===== config.mk =====
export PLATFORM = sky130hd
export DESIGN_NAME = ptk_front
export DESIGN_NICKNAME = d
export VERILOG_FILES = /design/src/sv/ptk_pkg.sv /design/src/sv/ptk_front.sv
export SDC_FILE = /design/constraint.sdc
export NUM_CORES = 1
export LEC_CHECK = 0
export ABC_AREA = 1
export BUFFER_PORTS_ARGS = -buffer_cell sky130_fd_sc_hd__buf_2
export CAP_MARGIN = 20
export CORE_MARGIN = 2
export CORE_UTILIZATION = 60
export DETAILED_ROUTE_END_ITERATION = 10
export HOLD_SLACK_MARGIN = 0.08
export MAX_ROUTING_LAYER = met4
export PLACE_DENSITY = 0.93
export SETUP_SLACK_MARGIN = 0.2
export SLEW_MARGIN = 20
export SYNTH_ARGS = -nofsm -noshare
export SYNTH_HDL_FRONTEND = slang
export SYNTH_SLANG_ARGS = --single-unit

===== constraint.sdc =====
create_clock -name clk -period 11.45 [get_ports clk]
set_input_delay 1.145 -clock clk [delete_from_list [all_inputs] [get_ports clk]]
set_output_delay 1.145 -clock clk [all_outputs]
set_load 0.01 [all_outputs]

===== src/sv/ptk_pkg.sv =====
// ptk_pkg: shared types and constants for the point to tile key block
// no dependencies
`default_nettype none
package ptk_pkg;

  localparam int IDX_W     = 26;              // bits of one row or col index
  localparam int LVL_W     = 5;               // stored level bits
  localparam int MAX_LVL   = 31;
  localparam int MAG_W     = 49;              // magnitude of a coordinate offset
  localparam int DVD_W     = MAG_W + MAX_LVL; // shifted dividend width
  localparam int SPAN_W    = 47;
  localparam int COORD_W   = 48;
  localparam int KEY_W     = 57;
  localparam int LVL_SHIFT = 52;
  localparam int DIV_STEPS = DVD_W;           // one quotient bit per stage

  typedef enum logic [1:0] {
    REG_ORIGIN_X = 2'd0,
    REG_ORIGIN_Y = 2'd1,
    REG_SPAN_X   = 2'd2,
    REG_SPAN_Y   = 2'd3
  } reg_idx_t;

  // classified item between front and back
  typedef struct packed {
    logic [DVD_W-1:0] dvd_x;
    logic             neg_x;
    logic [DVD_W-1:0] dvd_y;
    logic             neg_y;
    logic [LVL_W-1:0] level;
    logic             level_ok;
  } work_t;

  // one divider lane in flight
  typedef struct packed {
    logic [DVD_W-1:0]  dvd;
    logic [SPAN_W-1:0] rem;
    logic [IDX_W-1:0]  quo;
    logic              over;
  } lane_t;

  typedef struct packed {
    lane_t            lx;
    lane_t            ly;
    logic             neg_x;
    logic             neg_y;
    logic [LVL_W-1:0] level;
    logic             level_ok;
  } stage_t;

  typedef struct packed {
    logic [KEY_W-1:0] tile_key;
    logic             key_valid;
    logic [IDX_W-1:0] tile_row;
    logic [IDX_W-1:0] tile_col;
  } result_t;

  // one restoring division step
  function automatic lane_t div_step(input lane_t a, input logic [SPAN_W-1:0] span);
    lane_t            r;
    logic [SPAN_W:0]  rem2;
    logic             ge;
    rem2   = {a.rem, a.dvd[DVD_W-1]};
    ge     = (rem2 >= {1'b0, span});
    r.dvd  = {a.dvd[DVD_W-2:0], 1'b0};
    r.rem  = ge ? SPAN_W'(rem2 - {1'b0, span}) : rem2[SPAN_W-1:0];
    r.quo  = {a.quo[IDX_W-2:0], ge};
    r.over = a.over | a.quo[IDX_W-1];
    return r;
  endfunction

endpackage
`default_nettype wire


===== src/sv/ptk_front.sv =====
// ptk_front: accepts points, forms offsets, magnitudes and shifted dividends
// depends on ptk_pkg
`default_nettype none
module ptk_front import ptk_pkg::*; (
  input  wire logic                      clk,
  input  wire logic                      rst,
  input  wire logic                      push,
  output logic                           full,
  input  wire logic signed [COORD_W-1:0] point_x,
  input  wire logic signed [COORD_W-1:0] point_y,
  input  wire logic [5:0]                pyramid_level,
  input  wire logic signed [COORD_W-1:0] origin_x,
  input  wire logic signed [COORD_W-1:0] origin_y,
  output logic                           q_push,
  output work_t                          q_item,
  input  wire logic                      q_full
);
  logic             r_valid;
  logic [MAG_W-1:0] r_dx;
  logic [MAG_W-1:0] r_dy;
  logic [5:0]       r_lvl;
  logic [MAG_W-1:0] mag_x;
  logic [MAG_W-1:0] mag_y;

  assign q_push = r_valid && !q_full;
  assign full   = r_valid && q_full;

  always_ff @(posedge clk) begin
    if (rst) begin
      r_valid <= 1'b0;
    end else if (push && !full) begin
      r_valid <= 1'b1;
    end else if (q_push) begin
      r_valid <= 1'b0;
    end
  end

  always_ff @(posedge clk) begin
    if (push && !full) begin
      r_dx  <= MAG_W'({point_x[COORD_W-1], point_x} - {origin_x[COORD_W-1], origin_x});
      r_dy  <= MAG_W'({origin_y[COORD_W-1], origin_y} - {point_y[COORD_W-1], point_y});
      r_lvl <= pyramid_level;
    end
  end

  always_comb begin
    mag_x = r_dx[MAG_W-1] ? MAG_W'(-r_dx) : r_dx;
    mag_y = r_dy[MAG_W-1] ? MAG_W'(-r_dy) : r_dy;
    q_item.neg_x    = r_dx[MAG_W-1];
    q_item.neg_y    = r_dy[MAG_W-1];
    q_item.dvd_x    = {{MAX_LVL{1'b0}}, mag_x} << r_lvl[LVL_W-1:0];
    q_item.dvd_y    = {{MAX_LVL{1'b0}}, mag_y} << r_lvl[LVL_W-1:0];
    q_item.level    = r_lvl[LVL_W-1:0];
    q_item.level_ok = !r_lvl[5];
  end
endmodule
`default_nettype wire


==> impl_metrics.ini <==
[cells_and_area]
most-common-layout-cells = nand2_1 (986), nand3_1 (769), buf_2 (371), nor2_1 (359), inv_1 (328)
nFillCells = 3176
seqCellArea_mm2 = 0.00314
final_nets = 4005
drive_gt1_share_pct = 13.1
final_common_cell = nand2_1
stdcell_area_mm2 = 0.0217
multi_input_area_mm2 = 0.0145
fin_util_pct = 67.1
syn2layout_area_growth_pct = 10.8
diodes = 0

[clock_network]
root_buffer = clkbuf_16
cts_buffers = 9
cts_tree = yes
clock_sinks = 105
htree_num_levels = 3
cts_buffer_depth = 2
ctsHoldBuffers = 0
ctsResizeCount = 0
clk_latency_ps = 360
post_cts_buffers = 0
path_clk_slew_ps = 80

[timing]
rsz0062_at_grt = no
hold_viol_final = 0
clock_skew_ps = 20.5
setup-tns-final_ps = 0
fin_crit_ps = 4620
fin_hold_ws_ps = 513
worstMarginPinSlew_ps = 997
maxSlewViolCount = 0
finalSetupViolations = 0
maxSlewHeadroom_pct = 33.5
fmax_mhz = 217
fin_crit_sh_pct = 40.3

[worst_setup_path]
arrival_ps = 3470
worst_path_max_delay_cell = inv_2
cp_cell_sequence = inv_2, buf_4, nand2_1, o21ai_1, nand3_1, o21ai_0, buf_2
path_buf_inv = 3
path_max_fanout = 51
max_stage_delay_ps = 690
crit_family = buffers and inverters
worst-setup-path-type = reg -> out
cp.required_ps = 10310
crit_path_end_kind = output pin
cp-start-kind = flip-flop

[drt]
drc = 0
drt.antenna.violating_nets = 0
vias_per_cell = 5.92
drtIter0Drc = 3736
firstDrtPassIters = 7
wl_per_cell_um = 16.8
vias = 24600
wl_um = 69800

[placed_design]
dp_hpwl_um = 57400
io_buffer_count = 371
dpl_cell_area_mm2 = 0.0214
gp_congestion = 1.05

[grt]
grt_overflow = 0
track_usage_pct = 41.1
grt_pass1_vias = 20900
antenna_found_initial = 0
grt_pass1_wl_um = 109000
grt_max_degree = 102

[worst_hold_path]
hp-class = reg -> reg

[synthesis]
yosys-top-cells-area = nand3_1 (20%), nand2_1 (19%), edfxtp_1 (16%)
synth_area_mm2 = 0.0196
syn_nets = 3754
synth_top_area_share_pct = 19.7
avgSynthCellArea_um2 = 5.67
yosysSeqAreaShare_pct = 16.1
synthArstFlopShare_pct = 0
synth_top_area_cell = nand3_1
synthFlopType = edfxtp_1
synth_edf_count = 104
synthDistinctLibCells = 49
yosysWarningCount = 0
synth.ff_latch_count = 105
synthCells = 3452

[pwr]
power_density_mw_per_mm2 = 98.7
irDropWorstVdd_v = 0.0000750
p_leak_nw = 11.0
finalPower_mw = 2.14

[die]
rows = 66
io_pins = 372
die_w_um = 185
core-area_mm2 = 0.0323
start_util_pct = 60.6
dieArea_mm2 = 0.0341
die_y_um = 185

[flow_run]
cap_violations = 0

[run_status]
status = finished clean
-- final cells by class --
cell class / count / share of cell area, %
Multi-Input combinational cell: 2865 / 66.7
Sequential cell: 105 / 14.5
Timing Repair Buffer: 387 / 9.12
Inverter: 335 / 5.82
Tap cell: 442 / 2.55
Clock buffer: 11 / 1.07
Clock inverter: 5 / 0.214
-- state kept, by name, summed over array words and instances (netlist names) --
name,cells
r_dx,49
r_dy,49
r_lvl,6
r_valid,1
-- cells in the mapped netlist (3+ instances only) --
cell,number
buf_4,20
xnor2_1,34
a31oi_1,34
nand3b_1,21
a21oi_2,4
buf_1,34
inv_1,329
o21ai_2,14
o21ai_1,41
o211ai_1,12
nand2_1,986
xor2_1,86
nor4_1,12
a21o_1,11
a21boi_0,3
a21oi_1,98
o21a_1,3
nor2_2,10
buf_2,57
nand3_2,11
or2_2,5
clkbuf_1,35
o21ai_0,115
inv_2,5
nor2_1,360
edfxtp_1,104
ha_1,98
o21bai_1,7
nand3_1,769
xor2_2,3
nand2_2,19
nand4_1,55
nand2_4,3
nor3_1,27
nor2_4,6
a311oi_1,3
-- where the power goes --
group | total (mW) | internal, mW | switching, mW
logic | 1.28 | 0.413 | 0.866
clock network | 0.297 | 0.167 | 0.130
registers | 0.563 | 0.500 | 0.0627
-- per-stage QoR --
stage	setup slack [ps]	instances
CTS	6920	4150
detailed placement	7300	4134
global placement	7310	4134
floorplan	5260	3452
global route	6720	4150
finish	6830	4150
-- cells by family (layout without fill, tap and decap cells) --
kind of cell	after synthesis	count (layout)	share of synthesized area [%]
mux	1	1	0.0512
buf+inv	482	738	10.0
simple gates	2293	2293	51.7
fa+ha+maj	100	100	6.47
xor+xnor	123	123	5.62
compound gates	348	348	10.0
flops	105	105	16.1
-- worst paths after layout --
kind                             start                    to  slack, ps  depth (start not counted)
setup / recovery    r_lvl[1]$_DFFE_PP_           q_item[106]       6830                          7
hold reg to reg   r_valid$_SDFFE_PP0P_  r_valid$_SDFFE_PP0P_        510                          2
setup reg to reg  r_valid$_SDFFE_PP0P_    r_dx[40]$_DFFE_PP_       9290                          5
hold / removal    r_valid$_SDFFE_PP0P_  r_valid$_SDFFE_PP0P_        510                          2
-- routing by layer --
| metal | track usage (%) | wire length, um | up-vias |
|---|---|---|---|
| met3 | 5.49 | 7960 | 125 |
| met1 | 60.0 | 31100 | 10800 |
| met5 | - | 0 | - |
| met4 | 12.9 | 2170 | 0 |
| li1 | - | - | 12000 |
| met2 | 58.4 | 28600 | 1618 |
-- worst min-delay path, cell delays in order, from the launching register on --
cell	delay, ps
dfxtp_1	330
nand2_1	80
a21oi_1	60
Power figures use the tool's default switching activity.
