[config.mk]
export PLATFORM = sky130hd
export DESIGN_NAME = ptk_fifo
export DESIGN_NICKNAME = d
export VERILOG_FILES = /design/src/sv/ptk_fifo.sv
export SDC_FILE = /design/constraint.sdc
export NUM_CORES = 1
export LEC_CHECK = 0
export BUFFER_PORTS_ARGS = -buffer_cell sky130_fd_sc_hd__buf_4
export CORE_ASPECT_RATIO = 1.25
export CORE_MARGIN = 5
export CORE_UTILIZATION = 56
export CTS_CLUSTER_SIZE = 14
export DETAILED_ROUTE_END_ITERATION = 10
export PLACE_DENSITY_LB_ADDON = 0.3
export SETUP_SLACK_MARGIN = 0.1
export SLEW_MARGIN = 20
export SYNTH_ARGS = -nofsm -noshare
export SYNTH_HDL_FRONTEND = slang
export SYNTH_SLANG_ARGS = --single-unit
export TNS_END_PERCENT = 30
[constraint.sdc]
create_clock -name clk -period 2.1 [get_ports clk]
set_input_delay 0.21 -clock clk [delete_from_list [all_inputs] [get_ports clk]]
set_output_delay 0.21 -clock clk [all_outputs]
set_load 0.01 [all_outputs]
[src/sv/ptk_fifo.sv]
// ptk_fifo: small flop based queue with registered storage
// no dependencies
`default_nettype none
module ptk_fifo #(
  parameter int WIDTH = 8,
  parameter int DEPTH = 4
) (
  input  wire logic             clk,
  input  wire logic             rst,
  input  wire logic             push,
  input  wire logic [WIDTH-1:0] wdata,
  output logic                  full,
  input  wire logic             pop,
  output logic [WIDTH-1:0]      rdata,
  output logic                  empty
);
  localparam int AW = (DEPTH > 1) ? $clog2(DEPTH) : 1;

  logic [WIDTH-1:0] mem [DEPTH];
  logic [AW:0]      wr_ptr;
  logic [AW:0]      rd_ptr;

  assign empty = (wr_ptr == rd_ptr);
  assign full  = (wr_ptr[AW] != rd_ptr[AW]) && (wr_ptr[AW-1:0] == rd_ptr[AW-1:0]);
  assign rdata = mem[rd_ptr[AW-1:0]];

  always_ff @(posedge clk) begin
    if (rst) begin
      wr_ptr <= '0;
      rd_ptr <= '0;
    end else begin
      if (push && !full) begin
        wr_ptr <= wr_ptr + 1'b1;
      end
      if (pop && !empty) begin
        rd_ptr <= rd_ptr + 1'b1;
      end
    end
  end

  always_ff @(posedge clk) begin
    if (push && !full) begin
      mem[wr_ptr[AW-1:0]] <= wdata;
    end
  end
endmodule
`default_nettype wire

==> results of run 1 <==
-- cells by family after synthesis --
logic type                 after synthesis  share of synthesized area
AOI/OAI and AO/OA                       19                     0.0744
xor gates and xnor gates                 6                     0.0304
adders and majority gates                5                     0.0361
buffers and inverters                    9                     0.0325
DFF                                     40                      0.647
muxes                                    8                      0.104
and+or+nand+nor                         23                     0.0752
-- through the flow --
step / hold WS (ns) / instances / cell area [um2]
2_1_floorplan: 0.309 / 110 / 1730
3_3_place_gp: 0.413 / 164 / 1910
3_5_place_dp: 0.417 / 164 / 1910
4_1_cts: 0.0509 / 172 / 1960
5_1_grt: 0.0312 / 172 / 1990
6_report: 0.0560 / 172 / 1990
-- metal layers --
metal	part of all wire	global-route usage
met5	0	0
met4	0.017	0.0517
met3	0.060	0.0498
met2	0.56	0.275
met1	0.36	0.158
-- state kept, by name (all words and copies together) (netlist names), named ones only --
signal  cells
rd_ptr      3
mem        32
wr_ptr      3
-- power by group through the flow --
stage	logic, mW	clock network, mW	registers, mW
final	0.843	0.354	1.18
after global routing	0.915	0.402	1.21
after CTS	0.809	0.361	1.17
after detailed placement	0.806	0	1.18
after global placement	0.794	0	1.17
after floorplan	0.600	0	1.08
-- final cells by class --
type | count | area, um2 | area share
Sequential cell | 40 | 1120 | 0.565
Multi-Input combinational cell | 61 | 581 | 0.292
Timing Repair Buffer | 23 | 173 | 0.0870
Clock buffer | 7 | 45.0 | 0.0227
Tap cell | 36 | 45.0 | 0.0227
Inverter | 4 | 15.0 | 0.00756
Clock inverter | 1 | 5.00 | 0.00252
-- what timing repair did --
item,4_1_cts,5_1_grt
pin swaps,0,0
gates resized for setup,1,3
setup endpoints to repair,10,2
hold buffers,0,0
-- worst max-delay path, stage by stage, from the launching register on --
cell,delay [ns]
dfxtp_1,0.57
xnor2_2,0.22
nand2_1,0.21
nor2_1,0.15
buf_4,0.13
-- cell usage in the layout, fill, tap and decap left out, drive strengths merged, types with 2 or more instances in the layout --
cell type	netlist	final
a31oi	4	4
nor2	2	2
inv	4	4
nand2	5	5
xor2	3	3
o211ai	5	5
buf	3	23
clkbuf	2	7
mux4	8	8
a211o	2	2
o21ai	4	4
and2	3	3
ha	5	5
dfxtp	8	8
a41oi	2	2
nand4	2	2
nand3	3	3
nor3b	4	4
edfxtp	32	32
xnor2	3	3
a21oi	2	2
-- worst paths after layout --
| path | start | endpoint | slack [ns] | cells after the start |
|---|---|---|---|---|
| min reg2reg | wr_ptr[2]$_SDFFE_PP0P_ | wr_ptr[2]$_SDFFE_PP0P_ | 0.55 | 2 |
| max | wr_ptr[1]$_SDFFE_PP0P_ | full | 0.27 | 4 |
| min | wdata[2] | mem[1][2]$_DFFE_PP_ | 0.06 | 1 |
| max reg2reg | wr_ptr[1]$_SDFFE_PP0P_ | mem[1][7]$_DFFE_PP_ | 0.30 | 3 |
==> flow_summary.toml, run 1 <==
[finish]
area_delta_synth_final_pct = 14.7
fillCellCount = 205
nNetsFinal = 152
drive_gt1_frac = 0.301
n_antenna_cell = 0
final_util = 0.674

[timing]
rsz0062_at_grt = "false"
period_needed_ns = 1.83
fmax_mhz = 546
hold_viol = 0
setup_slack_ns = 0.267
tightest_slew_ns = 0.558
setup_viol = 0
finalMaxSlewViolations = 0
finalCritPeriodShare = 0.873
fin_setup_tns_ns = 0
fin_skew_ns = 0.0165
maxSlewHeadroom = 0.625

[floorplan]
ios = 22
die_h_um = 72.2
coreArea_mm2 = 0.00295
initial_core_util = 0.588
dieWidth_um = 59.7
dieArea_mm2 = 0.00431
core.rowCount = 22

[routing]
wl_per_cell_um = 17.1
vias_per_cell = 5.95
dr.pass1.iters = 4
totalWireLength_um = 2940
postRouteAntennaNets = 0
drt-initial-drc-count = 39
drc = 0
vias = 1023

[yosys]
yosysSeqAreaShare = 0.647
synth_warnings = 0
ys_top_cells_by_area = "edfxtp_1 55%, mux4_2 10%, dfxtp_1 9.2%, ha_1 3.6%, o211ai_1 2.2%"
yosysTopAreaCell = "edfxtp_1"
synth_common_cells = "32 x edfxtp_1, 8 x dfxtp_1, 8 x mux4_2"
synth_ff_type = "edfxtp_1"
synth_cell_types = 29
synth-edff-count = 32
synth_nets = 127
syn_avg_cell_area_um2 = 15.7
postSynth.asyncResetShare = 0
syn_inst = 110
yosysTopAreaCellShare = 0.555
synth_seq_cells = 40
synthMostInstantiatedCell = "edfxtp_1"
syn-cell-area_mm2 = 0.00173

[pwr]
clkPwrFrac = 0.149
p_int_mw = 1.58
p_comb_frac = 0.355
seqPwrFrac = 0.496
netSwitchingFraction = 0.335
power_mw = 2.38
p_sw_uw = 796
ir_drop_uv = 929
power_density_mw_per_mm2 = 1200
leakage_nw = 0.689

[worst_setup_path]
critPathLaunchType = "flop"
arrival_ns = 1.62
cp_max_fo = 9
required_ns = 1.89
crit_type = "flop to output port"
worst_setup_path_end_kind = "output port"

[worst_hold_path]
hp-class = "input port to flop"

[flow_run]
cap_violations = 0

[clocking]
clock_sinks = 40
post_cts_buffers = 0
cts.clk_slew.worst_paths_ns = 0.11
numCtsBuffers = 5
worstSkewPairLatency_ns = 0.35
cts_tree = "done"
cts_max_level = 2
cts-root-buf = "clkbuf_4"
cts_buffer_depth = 2

[grt]
grt_pass1_vias = 1000
grt-ovfl-total = 0
antenna_found_initial = 0
track_usage = 0.151
grt_max_degree = 13
grt_pass1_wl_um = 4680

[place]
pre_cts_slack_ns = 0.325
place_hpwl_um = 2180
gp_congestion = 0.872
port_buffers = 21

[status]
outcome = "complete, no violations"
Note: power is estimated with default switching activity, not from simulation.
==> inputs of run 2 (changes only) <==
--- a/config.mk
+++ b/config.mk
@@ -6,7 +6,6 @@
 export NUM_CORES = 1
 export LEC_CHECK = 0
 export BUFFER_PORTS_ARGS = -buffer_cell sky130_fd_sc_hd__buf_4
-export CORE_ASPECT_RATIO = 1.25
 export CORE_MARGIN = 5
 export CORE_UTILIZATION = 56
 export CTS_CLUSTER_SIZE = 14
==> flow_summary.toml, run 2 (same netlist as run 1, synthesis figures left out) <==
[clocking]
cts_buffer_depth = 2
worstSkewPairLatency_ns = 0.34
cts.clk_slew.worst_paths_ns = 0.12
postCtsHoldBufs = 0
numCtsBuffers = 5
clock_sinks = 40
cts_tree = "done"
cts-root-buf = "clkbuf_4"
cts_max_level = 2

[grt]
grt_pass1_vias = 1099
track_usage = 0.175
antenna_found_initial = 0
grt-ovfl-total = 0
grt_max_degree = 13
grt_pass1_wl_um = 5430

[worst_setup_path]
worstRegToRegCells = 5
critPathLaunchType = "flop"
max_stage_delay_ns = 0.43
crit_buf_inv = 2
crit_family = "simple AND/OR/NAND/NOR gates"
cp-startpoint = "wr_ptr[0]$_SDFFE_PP0P_"
crit_type = "flop to flop"
path_depth = 5
crit_top_cell = "buf_4"
worst_setup_path_end_kind = "flop"
rr_startpoint = "wr_ptr[0]$_SDFFE_PP0P_"
cp_max_fo = 8
required_ns = 2.10
arrival_ns = 1.82
crit_path_cell_trace = "buf_4 > xnor2_1 > buf_4 > a31oi_1 > and2_1"
crit_slowest_cell = "and2_1"

[finish]
area_delta_synth_final_pct = 16.2
regArea_mm2 = 0.00112
mostFrequentLayoutCell = "edfxtp_1"
final_cell_mix = "32 x edfxtp_1, 27 x buf_4, 8 x mux4_2"
n_antenna_cell = 0
multi_input_area_um2 = 554
fillCellCount = 223
nNetsFinal = 156
fin_area_mm2 = 0.00201
largest_reg_flops = 32
drive_gt1_frac = 0.314

[pwr]
ir_drop_uv = 845
leakage_nw = 0.714
power_mw = 2.54
power_density_mw_per_mm2 = 1260

[floorplan]
ios = 22
initial_core_util = 0.577
core.rowCount = 20
die_h_um = 65.6
dieWidth_um = 65.6
coreArea_mm2 = 0.00300
dieArea_mm2 = 0.00430

[timing]
tightest_slew_ns = 0.882
setup_slack_ns = 0.280
rsz0062_at_grt = "false"
fin_skew_ns = 0.0136
hold_viol = 0
setup_viol = 0
fmax_mhz = 549
finalMaxSlewViolations = 0
finalCritPeriodShare = 0.867
fin_setup_tns_ns = 0
maxSlewHeadroom = 0.409
period_needed_ns = 1.82

[routing]
drc = 0
wl_per_cell_um = 18.7
vias_per_cell = 5.99
dr.pass1.iters = 4
totalWireLength_um = 3240
postRouteAntennaNets = 0
drt-initial-drc-count = 50
vias = 1036

[place]
port_buffers = 21
placed_cell_area_mm2 = 0.00193
place_hpwl_um = 2330
pre_cts_slack_ns = 0.299
gp_congestion = 0.866

[worst_hold_path]
hp-start = "wdata[2]"
hp-class = "input port to flop"
whs_path_depth = 1

[flow_run]
cap_violations = 0

[status]
outcome = "complete, no violations"
-- run 2: cell count changes in the layout (fill, tap and decap cells not counted), sizes merged --
cell    previous run  this run
clkbuf             7         6
bufinv             0         1
buf               23        27
-- run 2: layout make-up --
cell class	count	area share
Sequential cell	40	0.558
Timing Repair Buffer	27	0.101
Multi-Input combinational cell	61	0.275
Tap cell	33	0.0205
Clock buffer	6	0.0205
Clock inverter	2	0.0174
Inverter	4	0.00746
-- run 2: final timing paths --
path	endpoint	slack, ns
hold reg to reg	wr_ptr[2]$_SDFFE_PP0P_	0.57
hold / removal	mem[1][2]$_DFFE_PP_	0.06
setup / recovery	mem[0][5]$_DFFE_PP_	0.28
setup reg to reg	mem[0][5]$_DFFE_PP_	0.28
-- run 2: routing by layer --
layer / vias to the layer above / track usage / wire [um]
met5: - / 0 / 0
met4: 0 / 0.0725 / 85
met3: 10 / 0.0667 / 194
met2: 35 / 0.287 / 1620
met1: 499 / 0.205 / 1340
li1: 492 / - / -
-- run 2: repair_timing --
| item | in CTS | in global routing |
|---|---|---|
| buffers inserted | 0 | 0 |
| gates resized for setup | 1 | 0 |
| endpoints found under the setup margin | 7 | 0 |
-- run 2: where the power goes --
part / internal, mW / switching (mW)
logic: 0.460 / 0.456
registers: 1.01 / 0.127
clock network: 0.250 / 0.236
total: 1.72 / 0.819
-- run 2: per-stage QoR --
step / util / hold WS [ns] / std cells
after detailed placement: 0.644 / 0.417 / 165
after global placement: 0.644 / 0.415 / 165
after global routing: 0.670 / 0.0313 / 173
after floorplan: - / 0.309 / 110
after CTS: 0.670 / 0.0484 / 173
final: 0.670 / 0.0590 / 173
==> inputs of run 3 (changes only) <==
--- a/config.mk
+++ b/config.mk
@@ -8,9 +8,10 @@
 export BUFFER_PORTS_ARGS = -buffer_cell sky130_fd_sc_hd__buf_4
 export CORE_MARGIN = 5
 export CORE_UTILIZATION = 56
+export CTS_CLUSTER_DIAMETER = 120
 export CTS_CLUSTER_SIZE = 14
 export DETAILED_ROUTE_END_ITERATION = 10
-export PLACE_DENSITY_LB_ADDON = 0.3
+export PLACE_DENSITY = 0.78
 export SETUP_SLACK_MARGIN = 0.1
 export SLEW_MARGIN = 20
 export SYNTH_ARGS = -nofsm -noshare
==> flow_summary.toml, run 3 (same netlist as run 1, synthesis figures left out) <==
[finish]
mostFrequentLayoutCell = "edfxtp_1"
drive_gt1_frac = 0.314
largest_reg_flops = 32
final_util = 0.670
final_cell_mix = "32 x edfxtp_1, 24 x buf_4, 8 x mux4_2"
area_delta_synth_final_pct = 16.3
nNetsFinal = 153
n_antenna_cell = 0
fillCellCount = 210

[place]
place_hpwl_um = 2230
port_buffers = 21
gp_congestion = 0.839

[pwr]
power_density_mw_per_mm2 = 1250
ir_drop_uv = 735
leakage_nw = 0.709

[worst_setup_path]
crit_type = "flop to output port"
worstRegToRegCells = 3
r2r-end = "mem[0][2]$_DFFE_PP_"
max_stage_delay_ns = 0.40
worst_setup_path_end_kind = "output port"
arrival_ns = 1.63
crit_path_cell_trace = "xnor2_2 > nand2_1 > nor2_1 > buf_4"
crit_family = "flip-flops"
required_ns = 1.89
r2r_slack_ns = 0.33
critPathLaunchType = "flop"
rr_startpoint = "wr_ptr[1]$_SDFFE_PP0P_"
crit_buf_inv = 1
cp_max_fo = 8
crit_slowest_cell = "dfxtp_1"

[grt]
grt_pass1_wl_um = 5130
grt-ovfl-total = 0
track_usage = 0.164
grt_pass1_vias = 1043
grt_max_degree = 13
antenna_found_initial = 0

[routing]
dr.pass1.iters = 4
drc = 0
vias = 1028
totalWireLength_um = 3130
wl_per_cell_um = 18.4
postRouteAntennaNets = 0
vias_per_cell = 6.05
drt-initial-drc-count = 83

[floorplan]
dieWidth_um = 65.6
ios = 22
initial_core_util = 0.577
dieArea_mm2 = 0.00430
coreArea_mm2 = 0.00300
die_h_um = 65.6
core.rowCount = 20

[clocking]
cts_buffer_depth = 2
cts_max_level = 2
cts-root-buf = "clkbuf_4"
clock_sinks = 40
worstSkewPairLatency_ns = 0.34
cts_tree = "done"
cts.clk_slew.worst_paths_ns = 0.12
numCtsBuffers = 5
postCtsHoldBufs = 0

[worst_hold_path]
whs_path_depth = 1
hp-class = "input port to flop"
hold_end = "mem[3][7]$_DFFE_PP_"
hp-start = "wdata[7]"

[timing]
tightest_slew_ns = 0.504
setup_viol = 0
hold_viol = 0
period_needed_ns = 1.84
finalMaxSlewViolations = 0
maxSlewHeadroom = 0.662
rsz0062_at_grt = "false"
fin_setup_tns_ns = 0
fin_skew_ns = 0.00977
finalCritPeriodShare = 0.878
whs_ns = 0.0720
fmax_mhz = 542

[flow_run]
cap_violations = 0

[status]
outcome = "complete, no violations"
## run 3: changes by cell type in the layout (fill, tap and decap cells not counted), sizes merged
cell | previous run | this run
buf | 27 | 24
## run 3: worst max path at each step
| stage | start | to | cells past startpoint |
|---|---|---|---|
| 2_1_floorplan | rd_ptr[1]$_SDFFE_PP0P_ | mem[3][0]$_DFFE_PP_ | 3 |
| 3_3_place_gp | wr_ptr[1]$_SDFFE_PP0P_ | mem[0][7]$_DFFE_PP_ | 3 |
| 3_5_place_dp | wr_ptr[1]$_SDFFE_PP0P_ | mem[0][4]$_DFFE_PP_ | 3 |
| 4_1_cts | wr_ptr[1]$_SDFFE_PP0P_ | empty | 4 |
| 5_1_grt | rd_ptr[0]$_SDFFE_PP0P_ | full | 4 |
| 6_report | rd_ptr[0]$_SDFFE_PP0P_ | empty | 4 |
## run 3: final cells by class
class	count	area [um2]	share of cell area
clock inverters	2	33.8	0.0168
well taps	33	41.3	0.0205
flip-flops and latches	40	1120	0.557
inverters	4	15.0	0.00746
repair buffers	24	180	0.0895
multi-input cells	61	569	0.283
clock buffers	6	51.3	0.0255
## run 3: per-layer routing
layer / part of all wire / wire (um) / GRT usage / up-vias
met2: 0.52 / 1620 / 0.286 / 40
met1: 0.41 / 1270 / 0.196 / 498
li1: - / - / - / 485
met3: 0.062 / 194 / 0.0496 / 5
met4: 0.013 / 41 / 0.0466 / 0
met5: 0 / 0 / 0 / -
## run 3: per-stage QoR
step                cell area (um2)  power [mW]  instances  setup WS (ns)
CTS                            2010        2.52        170          0.140
global placement               1910        1.95        162          0.419
finish                         2010        2.52        170          0.256
detailed placement             1910        1.99        162          0.335
global route                   2010        2.67        170          0.125
floorplan                      1730        1.68        110          0.532
## run 3: report_power, final
part           total [mW]  internal [mW]  switching, mW
clock               0.511          0.280          0.231
combinational       0.843          0.423          0.421
sequential           1.17           1.01          0.153
## run 3: timing repair
action,CTS,global route
pin swaps,0,0
gates resized for setup,2,1
endpoints found under the setup margin,10,2
buffers inserted,0,0
